[src/sv/imu_complementary_filter_top_assert.svh]
// Assertion macros for the complementary filter top level.
// Relies on i_clk and i_rst_n being visible where the macros are used.
`ifndef IMU_COMPLEMENTARY_FILTER_TOP_ASSERT_SVH
`define IMU_COMPLEMENTARY_FILTER_TOP_ASSERT_SVH

// Same-cycle implication, checked out of reset.
`define IMU_ASSERT_IMP(lbl, ante, cons, msg) \
    lbl: assert property (@(posedge i_clk) disable iff (!i_rst_n) (ante) |-> (cons)) \
        else $error(msg);

// Next-cycle implication, checked out of reset.
`define IMU_ASSERT_NEXT(lbl, ante, cons, msg) \
    lbl: assert property (@(posedge i_clk) disable iff (!i_rst_n) (ante) |=> (cons)) \
        else $error(msg);

`endif

[src/sv/imu_cf_pkg.sv]
// Shared types, widths and constants of the IMU complementary filter.
// Used by the MAC unit, the CORDIC unit and the top level; no dependencies.
`default_nettype none

package imu_cf_pkg;

    localparam int IN_W    = 16;
    localparam int ANG_W   = 32;
    localparam int PATH_W  = 33;
    localparam int ALPHA_W = 17;
    localparam int DT_W    = 24;
    localparam int MUL_A_W = 25;
    localparam int MUL_B_W = 33;
    localparam int ACC_W   = 52;
    localparam int CW      = 27;
    localparam int CIN_W   = 17;
    localparam int PRE_SHIFT   = 8;
    localparam int INCR_SHIFT  = 8;
    localparam int BLEND_SHIFT = 16;
    localparam int ATAN_DEPTH  = 24;
    localparam int ATAN_IDX_W  = 5;
    localparam int CFG_IDX_W   = 1;
    localparam int CFG_W       = 24;

    localparam logic [CFG_IDX_W-1:0] REG_ALPHA  = 1'b0;
    localparam logic [CFG_IDX_W-1:0] REG_PERIOD = 1'b1;

    localparam logic [ALPHA_W-1:0] ALPHA_ONE    = 17'd65536;
    localparam logic [ALPHA_W-1:0] ALPHA_RESET  = 17'd58982;
    localparam logic [DT_W-1:0]    PERIOD_RESET = 24'd83886;

    localparam logic signed [CW-1:0] Z_HALF_TURN = 27'sd11796480;

    localparam logic [1:0] AX_ROLL  = 2'd0;
    localparam logic [1:0] AX_PITCH = 2'd1;
    localparam logic [1:0] AX_YAW   = 2'd2;

    typedef struct packed {
        logic                      en;
        logic                      clr;
        logic signed [MUL_A_W-1:0] a;
        logic signed [MUL_B_W-1:0] b;
    } t_mac_op;

    // atan(2^-i) in degrees, Q16.16, rounded to nearest.
    function automatic logic signed [CW-1:0] atan_deg(input logic [ATAN_IDX_W-1:0] idx);
        logic signed [CW-1:0] v;
        case (idx)
            5'd0:    v = 27'sd2949120;
            5'd1:    v = 27'sd1740967;
            5'd2:    v = 27'sd919879;
            5'd3:    v = 27'sd466945;
            5'd4:    v = 27'sd234379;
            5'd5:    v = 27'sd117304;
            5'd6:    v = 27'sd58666;
            5'd7:    v = 27'sd29335;
            5'd8:    v = 27'sd14668;
            5'd9:    v = 27'sd7334;
            5'd10:   v = 27'sd3667;
            5'd11:   v = 27'sd1833;
            5'd12:   v = 27'sd917;
            5'd13:   v = 27'sd458;
            5'd14:   v = 27'sd229;
            5'd15:   v = 27'sd115;
            5'd16:   v = 27'sd57;
            5'd17:   v = 27'sd29;
            5'd18:   v = 27'sd14;
            5'd19:   v = 27'sd7;
            5'd20:   v = 27'sd4;
            5'd21:   v = 27'sd2;
            5'd22:   v = 27'sd1;
            default: v = '0;
        endcase
        return v;
    endfunction

endpackage

`default_nettype wire

[src/sv/imu_cf_mac.sv]
// Shared signed multiply-accumulate unit of the complementary filter.
// Depends on imu_cf_pkg for the operation struct and widths.
`default_nettype none

module imu_cf_mac (
    input  wire logic                                    i_clk,
    input  wire imu_cf_pkg::t_mac_op                     i_op,
    output logic signed [imu_cf_pkg::ACC_W-1:0]          o_acc
);

    localparam int PROD_W = imu_cf_pkg::MUL_A_W + imu_cf_pkg::MUL_B_W;

    logic signed [PROD_W-1:0]            w_prod;
    logic signed [imu_cf_pkg::ACC_W-1:0] r_acc;

    assign w_prod = $signed(i_op.a) * $signed(i_op.b);

    always_ff @(posedge i_clk) begin
        if (i_op.en) begin
            r_acc <= (i_op.clr ? '0 : r_acc) + w_prod[imu_cf_pkg::ACC_W-1:0];
        end
    end

    assign o_acc = r_acc;

endmodule

`default_nettype wire

[src/sv/imu_cf_cordic.sv]
// Iterative vectoring CORDIC that returns atan2(y, x) in Q16.16 degrees.
// Depends on imu_cf_pkg for widths and the arctangent table.
`default_nettype none

module imu_cf_cordic #(
    parameter int ITERATIONS = 16
) (
    input  wire logic                                    i_clk,
    input  wire logic                                    i_rst_n,
    input  wire logic                                    i_start,
    input  wire logic signed [imu_cf_pkg::CIN_W-1:0]     i_y,
    input  wire logic signed [imu_cf_pkg::IN_W-1:0]      i_x,
    output logic                                         o_done,
    output logic signed [imu_cf_pkg::CW-1:0]             o_angle
);

    localparam int CW = imu_cf_pkg::CW;
    localparam logic [imu_cf_pkg::ATAN_IDX_W-1:0] LAST_IT =
        imu_cf_pkg::ATAN_IDX_W'(ITERATIONS - 1);

    typedef enum logic [1:0] {
        C_IDLE = 2'b01,
        C_RUN  = 2'b10
    } t_cstate;

    t_cstate r_state;
    logic [imu_cf_pkg::ATAN_IDX_W-1:0] r_cnt;
    logic signed [CW-1:0] r_x;
    logic signed [CW-1:0] r_y;
    logic signed [CW-1:0] r_z;
    logic                 r_zero;
    logic                 r_done;

    logic signed [CW-1:0] w_x0;
    logic signed [CW-1:0] w_y0;
    logic signed [CW-1:0] w_xs;
    logic signed [CW-1:0] w_ys;
    logic signed [CW-1:0] w_tab;

    assign w_x0  = CW'(i_x) <<< imu_cf_pkg::PRE_SHIFT;
    assign w_y0  = CW'(i_y) <<< imu_cf_pkg::PRE_SHIFT;
    assign w_xs  = r_x >>> r_cnt;
    assign w_ys  = r_y >>> r_cnt;
    assign w_tab = imu_cf_pkg::atan_deg(r_cnt);

    always_ff @(posedge i_clk) begin
        if (!i_rst_n) begin
            r_state <= C_IDLE;
            r_done  <= 1'b0;
            r_cnt   <= '0;
        end else begin
            r_done <= 1'b0;
            case (r_state)
                C_IDLE: begin
                    if (i_start) begin
                        r_state <= C_RUN;
                        r_cnt   <= '0;
                    end
                end
                C_RUN: begin
                    if (r_cnt == LAST_IT) begin
                        r_state <= C_IDLE;
                        r_done  <= 1'b1;
                    end else begin
                        r_cnt <= r_cnt + 1'b1;
                    end
                end
                default: begin
                    r_state <= C_IDLE;
                end
            endcase
        end
    end

    always_ff @(posedge i_clk) begin
        if ((r_state == C_IDLE) && i_start) begin
            r_zero <= (i_x == '0) && (i_y == '0);
            if (w_x0 < 0) begin
                // A vector in the left half plane is turned by a half turn first.
                r_x <= -w_x0;
                r_y <= -w_y0;
                r_z <= (w_y0 >= 0) ? imu_cf_pkg::Z_HALF_TURN : -imu_cf_pkg::Z_HALF_TURN;
            end else begin
                r_x <= w_x0;
                r_y <= w_y0;
                r_z <= '0;
            end
        end else if (r_state == C_RUN) begin
            if (!r_y[CW-1]) begin
                r_x <= r_x + w_ys;
                r_y <= r_y - w_xs;
                r_z <= r_z + w_tab;
            end else begin
                r_x <= r_x - w_ys;
                r_y <= r_y + w_xs;
                r_z <= r_z - w_tab;
            end
        end
    end

    assign o_done  = r_done;
    assign o_angle = r_zero ? '0 : r_z;

endmodule

`default_nettype wire

[src/sv/imu_complementary_filter_top.sv]
// Each accepted request runs two serial CORDIC passes and nine MAC steps, and its result is
// posted once the output register is free. The next request is taken only once the block is
// idle again, even while the previous result still waits.
// Reset (synchronous, active low) clears the angles to zero and loads the default
// alpha and sample period.
`default_nettype none
`include "imu_complementary_filter_top_assert.svh"

module imu_complementary_filter_top #(
    parameter int CORDIC_ITERATIONS = 16
) (
    input  wire logic                                    i_clk,
    input  wire logic                                    i_rst_n,
    input  wire logic                                    i_cfg_we,
    input  wire logic [imu_cf_pkg::CFG_IDX_W-1:0]        i_cfg_idx,
    input  wire logic [imu_cf_pkg::CFG_W-1:0]            i_cfg_wdata,
    input  wire logic                                    i_in_valid,
    output logic                                         o_in_ready,
    input  wire logic signed [imu_cf_pkg::IN_W-1:0]      i_accel_x,
    input  wire logic signed [imu_cf_pkg::IN_W-1:0]      i_accel_y,
    input  wire logic signed [imu_cf_pkg::IN_W-1:0]      i_accel_z,
    input  wire logic signed [imu_cf_pkg::IN_W-1:0]      i_gyro_x,
    input  wire logic signed [imu_cf_pkg::IN_W-1:0]      i_gyro_y,
    input  wire logic signed [imu_cf_pkg::IN_W-1:0]      i_gyro_z,
    output logic                                         o_out_valid,
    input  wire logic                                    i_out_ready,
    output logic signed [imu_cf_pkg::ANG_W-1:0]          o_roll_out,
    output logic signed [imu_cf_pkg::ANG_W-1:0]          o_pitch_out,
    output logic signed [imu_cf_pkg::ANG_W-1:0]          o_yaw_out
);

    localparam int ANG_W  = imu_cf_pkg::ANG_W;
    localparam int PATH_W = imu_cf_pkg::PATH_W;
    localparam int ACC_W  = imu_cf_pkg::ACC_W;
    localparam int CW     = imu_cf_pkg::CW;
    localparam int SH_W   = ACC_W - imu_cf_pkg::BLEND_SHIFT;

    typedef enum logic [8:0] {
        S_IDLE   = 9'b000000001,
        S_INCR   = 9'b000000010,
        S_ADD    = 9'b000000100,
        S_CSTART = 9'b000001000,
        S_CWAIT  = 9'b000010000,
        S_BL1    = 9'b000100000,
        S_BL2    = 9'b001000000,
        S_SAT    = 9'b010000000,
        S_DONE   = 9'b100000000
    } t_state;

    t_state r_state;
    t_state n_state;

    logic [1:0] r_idx;
    logic       r_cidx;
    logic [imu_cf_pkg::ALPHA_W-1:0] r_alpha;
    logic [imu_cf_pkg::DT_W-1:0]    r_period;
    logic [imu_cf_pkg::ALPHA_W-1:0] r_a;
    logic [imu_cf_pkg::DT_W-1:0]    r_dt;
    logic signed [imu_cf_pkg::IN_W-1:0] r_ax;
    logic signed [imu_cf_pkg::IN_W-1:0] r_ay;
    logic signed [imu_cf_pkg::IN_W-1:0] r_az;
    logic signed [imu_cf_pkg::IN_W-1:0] r_gyro [3];
    logic signed [ANG_W-1:0]  r_angle [3];
    logic signed [PATH_W-1:0] r_path [3];
    logic signed [CW-1:0]     r_tilt [2];
    logic                     r_out_valid;
    logic signed [ANG_W-1:0]  r_roll_out;
    logic signed [ANG_W-1:0]  r_pitch_out;
    logic signed [ANG_W-1:0]  r_yaw_out;

    imu_cf_pkg::t_mac_op w_op;
    logic signed [ACC_W-1:0]  w_acc;
    logic signed [PATH_W-1:0] w_incr;
    logic signed [SH_W-1:0]   w_sh;
    logic signed [ANG_W-1:0]  w_sat;
    logic signed [CW-1:0]     w_tilt_sel;
    logic                     w_accept;
    logic                     w_out_free;
    logic                     w_cord_start;
    logic                     w_cord_done;
    logic signed [imu_cf_pkg::CIN_W-1:0] w_cord_y;
    logic signed [CW-1:0]     w_cord_angle;

    assign w_accept   = i_in_valid && o_in_ready;
    assign w_out_free = !r_out_valid || i_out_ready;

    imu_cf_mac u_mac (
        .i_clk (i_clk),
        .i_op  (w_op),
        .o_acc (w_acc)
    );

    // Pass zero (r_cidx low) computes the roll tilt, pass one the pitch tilt.
    assign w_cord_start = (r_state == S_CSTART);
    assign w_cord_y     = r_cidx ? -imu_cf_pkg::CIN_W'(r_ax) : imu_cf_pkg::CIN_W'(r_ay);

    imu_cf_cordic #(
        .ITERATIONS (CORDIC_ITERATIONS)
    ) u_cordic (
        .i_clk   (i_clk),
        .i_rst_n (i_rst_n),
        .i_start (w_cord_start),
        .i_y     (w_cord_y),
        .i_x     (r_az),
        .o_done  (w_cord_done),
        .o_angle (w_cord_angle)
    );

    assign w_incr = w_acc[imu_cf_pkg::INCR_SHIFT+PATH_W-1:imu_cf_pkg::INCR_SHIFT];
    assign w_sh   = w_acc[ACC_W-1:imu_cf_pkg::BLEND_SHIFT];

    always_comb begin
        if (w_sh > SH_W'(33'sh07FFFFFFF)) begin
            w_sat = {1'b0, {(ANG_W-1){1'b1}}};
        end else if (w_sh < -SH_W'(33'sh080000000)) begin
            w_sat = {1'b1, {(ANG_W-1){1'b0}}};
        end else begin
            w_sat = w_sh[ANG_W-1:0];
        end
    end

    assign w_tilt_sel = (r_idx == imu_cf_pkg::AX_YAW) ? '0 : r_tilt[r_idx[0]];

    always_comb begin
        w_op.en  = 1'b0;
        w_op.clr = 1'b0;
        w_op.a   = '0;
        w_op.b   = '0;
        case (r_state)
            S_INCR: begin
                w_op.en  = 1'b1;
                w_op.clr = 1'b1;
                w_op.a   = imu_cf_pkg::MUL_A_W'(r_dt);
                w_op.b   = imu_cf_pkg::MUL_B_W'(r_gyro[r_idx]);
            end
            S_BL1: begin
                w_op.en  = 1'b1;
                w_op.clr = 1'b1;
                w_op.a   = imu_cf_pkg::MUL_A_W'(r_a);
                w_op.b   = r_path[r_idx];
            end
            S_BL2: begin
                w_op.en  = 1'b1;
                w_op.a   = imu_cf_pkg::MUL_A_W'(imu_cf_pkg::ALPHA_ONE - r_a);
                w_op.b   = imu_cf_pkg::MUL_B_W'(w_tilt_sel);
            end
            default: begin
                w_op.en = 1'b0;
            end
        endcase
    end

    always_comb begin
        n_state = r_state;
        case (r_state)
            S_IDLE: begin
                if (i_in_valid) begin
                    n_state = S_INCR;
                end
            end
            S_INCR: begin
                n_state = S_ADD;
            end
            S_ADD: begin
                n_state = (r_idx == imu_cf_pkg::AX_YAW) ? S_CSTART : S_INCR;
            end
            S_CSTART: begin
                n_state = S_CWAIT;
            end
            S_CWAIT: begin
                if (w_cord_done) begin
                    n_state = r_cidx ? S_BL1 : S_CSTART;
                end
            end
            S_BL1: begin
                n_state = S_BL2;
            end
            S_BL2: begin
                n_state = S_SAT;
            end
            S_SAT: begin
                n_state = (r_idx == imu_cf_pkg::AX_YAW) ? S_DONE : S_BL1;
            end
            S_DONE: begin
                if (w_out_free) begin
                    n_state = S_IDLE;
                end
            end
            default: begin
                n_state = S_IDLE;
            end
        endcase
    end

    always_ff @(posedge i_clk) begin
        if (!i_rst_n) begin
            r_state     <= S_IDLE;
            r_idx       <= '0;
            r_cidx      <= 1'b0;
            r_alpha     <= imu_cf_pkg::ALPHA_RESET;
            r_period    <= imu_cf_pkg::PERIOD_RESET;
            r_out_valid <= 1'b0;
            r_angle[0]  <= '0;
            r_angle[1]  <= '0;
            r_angle[2]  <= '0;
        end else begin
            r_state <= n_state;
            if (i_cfg_we) begin
                case (i_cfg_idx)
                    imu_cf_pkg::REG_ALPHA:  r_alpha  <= i_cfg_wdata[imu_cf_pkg::ALPHA_W-1:0];
                    imu_cf_pkg::REG_PERIOD: r_period <= i_cfg_wdata[imu_cf_pkg::DT_W-1:0];
                    default: begin
                    end
                endcase
            end
            if (w_accept) begin
                r_idx  <= imu_cf_pkg::AX_ROLL;
                r_cidx <= 1'b0;
            end
            if ((r_state == S_ADD) || (r_state == S_SAT)) begin
                r_idx <= (r_idx == imu_cf_pkg::AX_YAW) ? imu_cf_pkg::AX_ROLL : r_idx + 2'd1;
            end
            if ((r_state == S_CWAIT) && w_cord_done) begin
                r_cidx <= 1'b1;
            end
            if (r_state == S_SAT) begin
                r_angle[r_idx] <= w_sat;
            end
            if ((r_state == S_DONE) && w_out_free) begin
                r_out_valid <= 1'b1;
            end else if (i_out_ready) begin
                r_out_valid <= 1'b0;
            end
        end
    end

    always_ff @(posedge i_clk) begin
        if (w_accept) begin
            r_ax    <= i_accel_x;
            r_ay    <= i_accel_y;
            r_az    <= i_accel_z;
            r_gyro[0] <= i_gyro_x;
            r_gyro[1] <= i_gyro_y;
            r_gyro[2] <= i_gyro_z;
            r_a     <= (r_alpha > imu_cf_pkg::ALPHA_ONE) ? imu_cf_pkg::ALPHA_ONE : r_alpha;
            r_dt    <= r_period;
        end
        if (r_state == S_ADD) begin
            r_path[r_idx] <= PATH_W'(r_angle[r_idx]) + w_incr;
        end
        if ((r_state == S_CWAIT) && w_cord_done) begin
            r_tilt[r_cidx] <= w_cord_angle;
        end
        if ((r_state == S_DONE) && w_out_free) begin
            r_roll_out  <= r_angle[0];
            r_pitch_out <= r_angle[1];
            r_yaw_out   <= r_angle[2];
        end
    end

    assign o_in_ready  = (r_state == S_IDLE);
    assign o_out_valid = r_out_valid;
    assign o_roll_out  = r_roll_out;
    assign o_pitch_out = r_pitch_out;
    assign o_yaw_out   = r_yaw_out;

    `IMU_ASSERT_NEXT(a_busy_after_accept, w_accept, !o_in_ready,
        "Block still ready right after taking a request.")
    `IMU_ASSERT_IMP(a_cordic_done_in_wait, w_cord_done, r_state == S_CWAIT,
        "CORDIC finished while the sequencer was not waiting for it.")
    `IMU_ASSERT_NEXT(a_result_posted, (r_state == S_DONE) && w_out_free,
        r_out_valid && (r_state == S_IDLE), "Finished result was not posted.")

endmodule

`default_nettype wire

[config.mk]
export PLATFORM = sky130hd
export DESIGN_NAME = imu_complementary_filter_top
export DESIGN_NICKNAME = d
export VERILOG_FILES = /design/src/sv/imu_cf_pkg.sv /design/src/sv/imu_cf_mac.sv /design/src/sv/imu_cf_cordic.sv /design/src/sv/imu_complementary_filter_top.sv
export VERILOG_INCLUDE_DIRS = /design/src /design/src/sv
export SDC_FILE = /design/constraint.sdc
export NUM_CORES = 2
export LEC_CHECK = 0
export ABC_AREA = 1
export BUFFER_PORTS_ARGS = -buffer_cell sky130_fd_sc_hd__buf_2
export CORE_UTILIZATION = 45
export CTS_BUF_LIST = sky130_fd_sc_hd__clkbuf_2
export DETAILED_ROUTE_END_ITERATION = 8
export GPL_TIMING_DRIVEN = 0
export PLACE_DENSITY = 0.65
export SETUP_SLACK_MARGIN = 0.15
export SYNTH_ARGS = -nofsm -noshare
export SYNTH_HDL_FRONTEND = slang
export SYNTH_SLANG_ARGS = --single-unit
[constraint.sdc]
create_clock -name i_clk -period 14.5 [get_ports i_clk]
set_input_delay 1.45 -clock i_clk [delete_from_list [all_inputs] [get_ports i_clk]]
set_output_delay 1.45 -clock i_clk [all_outputs]
set_load 0.1 [all_outputs]
==> results <==
- The maximum clock frequency is slightly above 90 MHz.
- The share of flip-flops with an asynchronous set or reset is 0.
- The clock transition time at the flip-flop clock pins of the worst setup and hold paths is 0.11 ns.
- The largest individual stage delay along the critical path comes from the cell clkbuf_1.
- Entering global routing, the biggest net connects 55 pins.
- The number of antenna-violating nets in the routed design is 0.
- The number of different library cells in the post-synthesis netlist is between 60 and 70.
- The smallest clock period supported by the final layout is computed as roughly 11 ns.
- In this run the horizontal extent of the chip is approximately 400 um.
- The final reports fail on capacitance limit, slew limit.
- The worst IR drop on VDD is between 0.08 and 0.09 mV.
- The relative contribution of sequential cells to total power is 0.449.
- The final setup skew is 0.112 ns.
- The total area of multi-input combinational cells is just over 40000 sq um.
- The post-synthesis average cell area is approximately 8.6 sq um.
- The total internal power is between 3 and 4 mW.
- The max-slew headroom at the worst pin is -0.00286.
- The total area inside the core boundary comes to around 150000 sq um.
- The total clock sinks is 735.
- The final weighted congestion in routability-driven placement is a little over 1.
- In the global route stage, overall resource usage came out at 0.323.
- In the synthesized netlist, the number of instances is ~8.1k.
- By area the synthesized netlist is led by edfxtp_1 28%, fa_1 24%, nand2_1 9.8%, inv_1 9.1%, ha_1 5.4%.
- The number of rows created at floorplan is roughly 140.
- The H-tree level count is 4.
- The complex-gate fraction of the synthesized area was 0.0762.
- The relative area change from synthesis to final layout is 10.1%.
- The category of the worst setup path launch point is a register.
- The number of warning messages in the yosys log is 0.
- After layout, the worst setup slack is between 3 and 4 ns.
- The flow ran to the end, but the final reports show violations.
- The clock latency on the worst-skew pair is between 1.5 and 2 ns.
- In this run the power density over the cells is roughly 75 nW/um^2.
- The initial standard-cell utilization of the core is 0.455.
- The synthesized design contains around 650 enable-type register cells.
- 224 I/O pins were placed.
- The power spent charging and discharging nets is ~2.2 mW.
- The via count is between 50k and 60k.
- The slew at the pin closest to its max-slew limit is 1.50 ns.
- The start-to-end type of the worst setup path is reg -> reg.
- The kind of cell adding the most delay to the critical path is adder cells.
- The share of total power dissipated in combinational logic is 0.281.
- After detailed routing, the number of remaining DRC violations is 0.
- Data arrives at the worst endpoint at 12.06 ns.
- The via count of the first global-routing pass is between 50k and 60k.
- The vertical die dimension is 395 um.
- The endpoint required time on the critical path is between 15 and 20 ns.
- The die footprint is ~160000 sq um.
- On the worst path, the slowest cell contributes a delay of 1.00 ns.
- The maximum buffer depth of the clock tree is 3.
- Of the total synthesized cell area, the portion taken by full adders, half adders and majority gates is 0.296.
- Measured against the total synthesized area, the mux share comes to 0.00259.
- The portion of total power attributed to the clock network is 0.270.
- The share of the cycle needed by the critical path after routing is 0.741.
- On the final layout, the worst hold slack is 0.153 ns.
- For this run, the register share of the synthesized area comes to 0.305.
- The root buffer cell is clkbuf_2.
- The critical-path maximum fanout is 10.
- The total global routing overflow is 0.
- For this run, the detailed router's first-pass iteration total came to 6.
- The post-placement setup slack is between 4 and 5 ns.
- The number of flip-flops and latches in the synthesized netlist is between 700 and 800.
- The type of element capturing the critical path is a register.
- Summing all non-filler instances in the final layout gives an area of roughly 77000 sq um.
- In this design, the critical path's most frequently occurring cell is fa_1.
- The port buffer count is 222.
- Together, buffers and inverters on the worst path number 6.
- The total standard cell area after synthesis is around 70000 sq um.
- TritonCTS built the clock tree.
- Of the total synthesized cell area, the portion taken by AND, OR, NAND and NOR gates is 0.184.
- The number of endpoints with negative hold slack in the final report came to 0.
- The mean routed wirelength per cell is roughly 23 um.
- The fraction of synthesized cell area in xor and xnor cells is 0.0226.
- The final setup violation count is 0.
- The number of design-rule violations left by the first detailed-router iteration is 6281.
- In this run the worst hold path is classified as in -> reg.
- The cell accounting for the most synthesized area is edfxtp_1.
- The most common cell in the netlist is nand2_1.
- The final layout contains 9932 nets.
- The filler cells instantiated in the layout total approximately 15k.
- The quantity of gates resized following cts is 0.
- In the final layout, the share of cells above drive strength 1 is 0.0961.
- The worst hold path begins at i_cfg_wdata[5].
- The global-route wire length before repair is about 370000 um.
- The combined flip-flop and latch cell area is roughly 21000 sq um.
- Once placement finished, the instance area stood at ~74000 sq um.
- The tool flagged a number of max-cap violations equal to 2.
- Of the total power, the share spent switching nets is 0.388.
- After synthesis, the largest family of logic cells by area is adder cells.
- The number of max-slew violations in the final report was 8.
- The top flip-flop cell by instance count after synthesis is edfxtp_1.
- Setup repair after global routing left no endpoint under its margin.
- The share of synthesized area in the top cell type comes to 0.280.
- Using the TritonRoute via totals, the vias-per-cell ratio works out to 5.45.
- The number of buffers added by the clock tree synthesis step is 190.
- The number of antenna violations at the first check in global routing is 17.
- Sorting the synthesized cells by how often they occur yields 1807 x nand2_1, 1686 x inv_1, 841 x fa_1.
- The estimated wirelength of the detail-placed design is ~210000 um.
- For this design the static power due to leakage is around 38 nW.
- The number of nets handed over by synthesis was between 9k and 10k.
- The aggregate routed wire length is 251000 um.
## worst paths after layout
check | depth (start not counted) | slack, ns | end
max | 30 | 3.76 | u_mac.o_acc[49]$_DFFE_PP_
min | 3 | 0.15 | r_period[5]$_SDFFE_PN1P_
max reg2reg | 30 | 3.76 | u_mac.o_acc[49]$_DFFE_PP_
min reg2reg | 0 | 0.41 | o_roll_out[17]$_DFFE_PP_
## logic make-up (layout without fill, tap and decap cells)
group	count (synthesis)	after routing
AO/OA/AOI/OAI	918	918
flip-flops	735	735
adder cells (fa/ha/maj)	1140	1140
multiplexers	18	18
AND/OR/NAND/NOR	3108	3108
XOR/XNOR	179	179
buffers and inverters	2027	2724
other	0	10
## sequential cells by signal (all words and copies together), names as in the netlist, 32 cells and up, named ones only
signal / count
o_pitch_out: 32
o_roll_out: 32
o_yaw_out: 32
r_angle: 128
r_gyro: 48
r_path: 99
r_tilt: 54
u_mac.o_acc: 52
## layout by cell type, fill, tap and decap left out, drive strengths merged, types with 32 or more instances in the layout
cell type / netlist / final
fa: 841 / 841
a21oi: 339 / 339
nor2: 660 / 660
o21ai: 351 / 351
inv: 1705 / 1713
ha: 299 / 299
xnor2: 73 / 73
xor2: 106 / 106
edfxtp: 648 / 648
o22ai: 36 / 36
or2: 32 / 32
nand2: 1827 / 1827
buf: 179 / 432
o211ai: 39 / 39
clkinv: 4 / 72
dlygate4sd3: 0 / 96
a31oi: 40 / 40
nand4: 34 / 34
nand3: 461 / 461
dfxtp: 87 / 87
nor3: 50 / 50
clkbuf: 139 / 407
## worst min-delay path, delay by kind of cell
| family | cells | cell delay (ns) |
|---|---|---|
| buffers and inverters | 1 | 0.11 |
| AND/OR/NAND/NOR | 2 | 0.10 |
## metrics by stage
step | total power [mW] | util | setup TNS (ns) | cells
final | 5.77 | 0.501 | 0 | 10900
after global routing | 6.02 | 0.501 | 0 | 10900
after CTS | 5.77 | 0.501 | 0 | 10900
after detailed placement | 4.21 | 0.483 | 0 | 10400
after global placement | 4.21 | 0.479 | -122.44 | 10400
after floorplan | 3.59 | - | 0 | 8125
## power groups by stage
stage                     Sequential [mW]  Combinational, mW  Clock (mW)
after global routing                 2.60               1.74        1.68
final                                2.59               1.62        1.56
after CTS                            2.59               1.60        1.58
after floorplan                      2.72              0.872           0
after detailed placement             2.64               1.57           0
after global placement               2.69               1.52           0
## final cells by class
class,instances,share of cell area
Multi-Input combinational cell,5363,0.529
Sequential cell,735,0.277
Inverter,1709,0.0838
Tap cell,2030,0.0332
Timing Repair Buffer,349,0.0324
Buffer,318,0.0194
Clock buffer,268,0.0175
Clock inverter,80,0.00726
Antenna cell,10,0.000327
## layer usage
metal	track usage	routed length, um
met4	0.151	13100
met5	0	54
met2	0.505	113000
met1	0.434	103000
met3	0.0582	22000
## repair_timing
item | 4_1_cts | 5_1_grt
endpoints found under the setup margin | 0 | 0
hold buffers | 96 | 0
endpoints found under the hold margin | 96 | 0
buffers inserted | 0 | 0
Power figures use the tool's default switching activity.
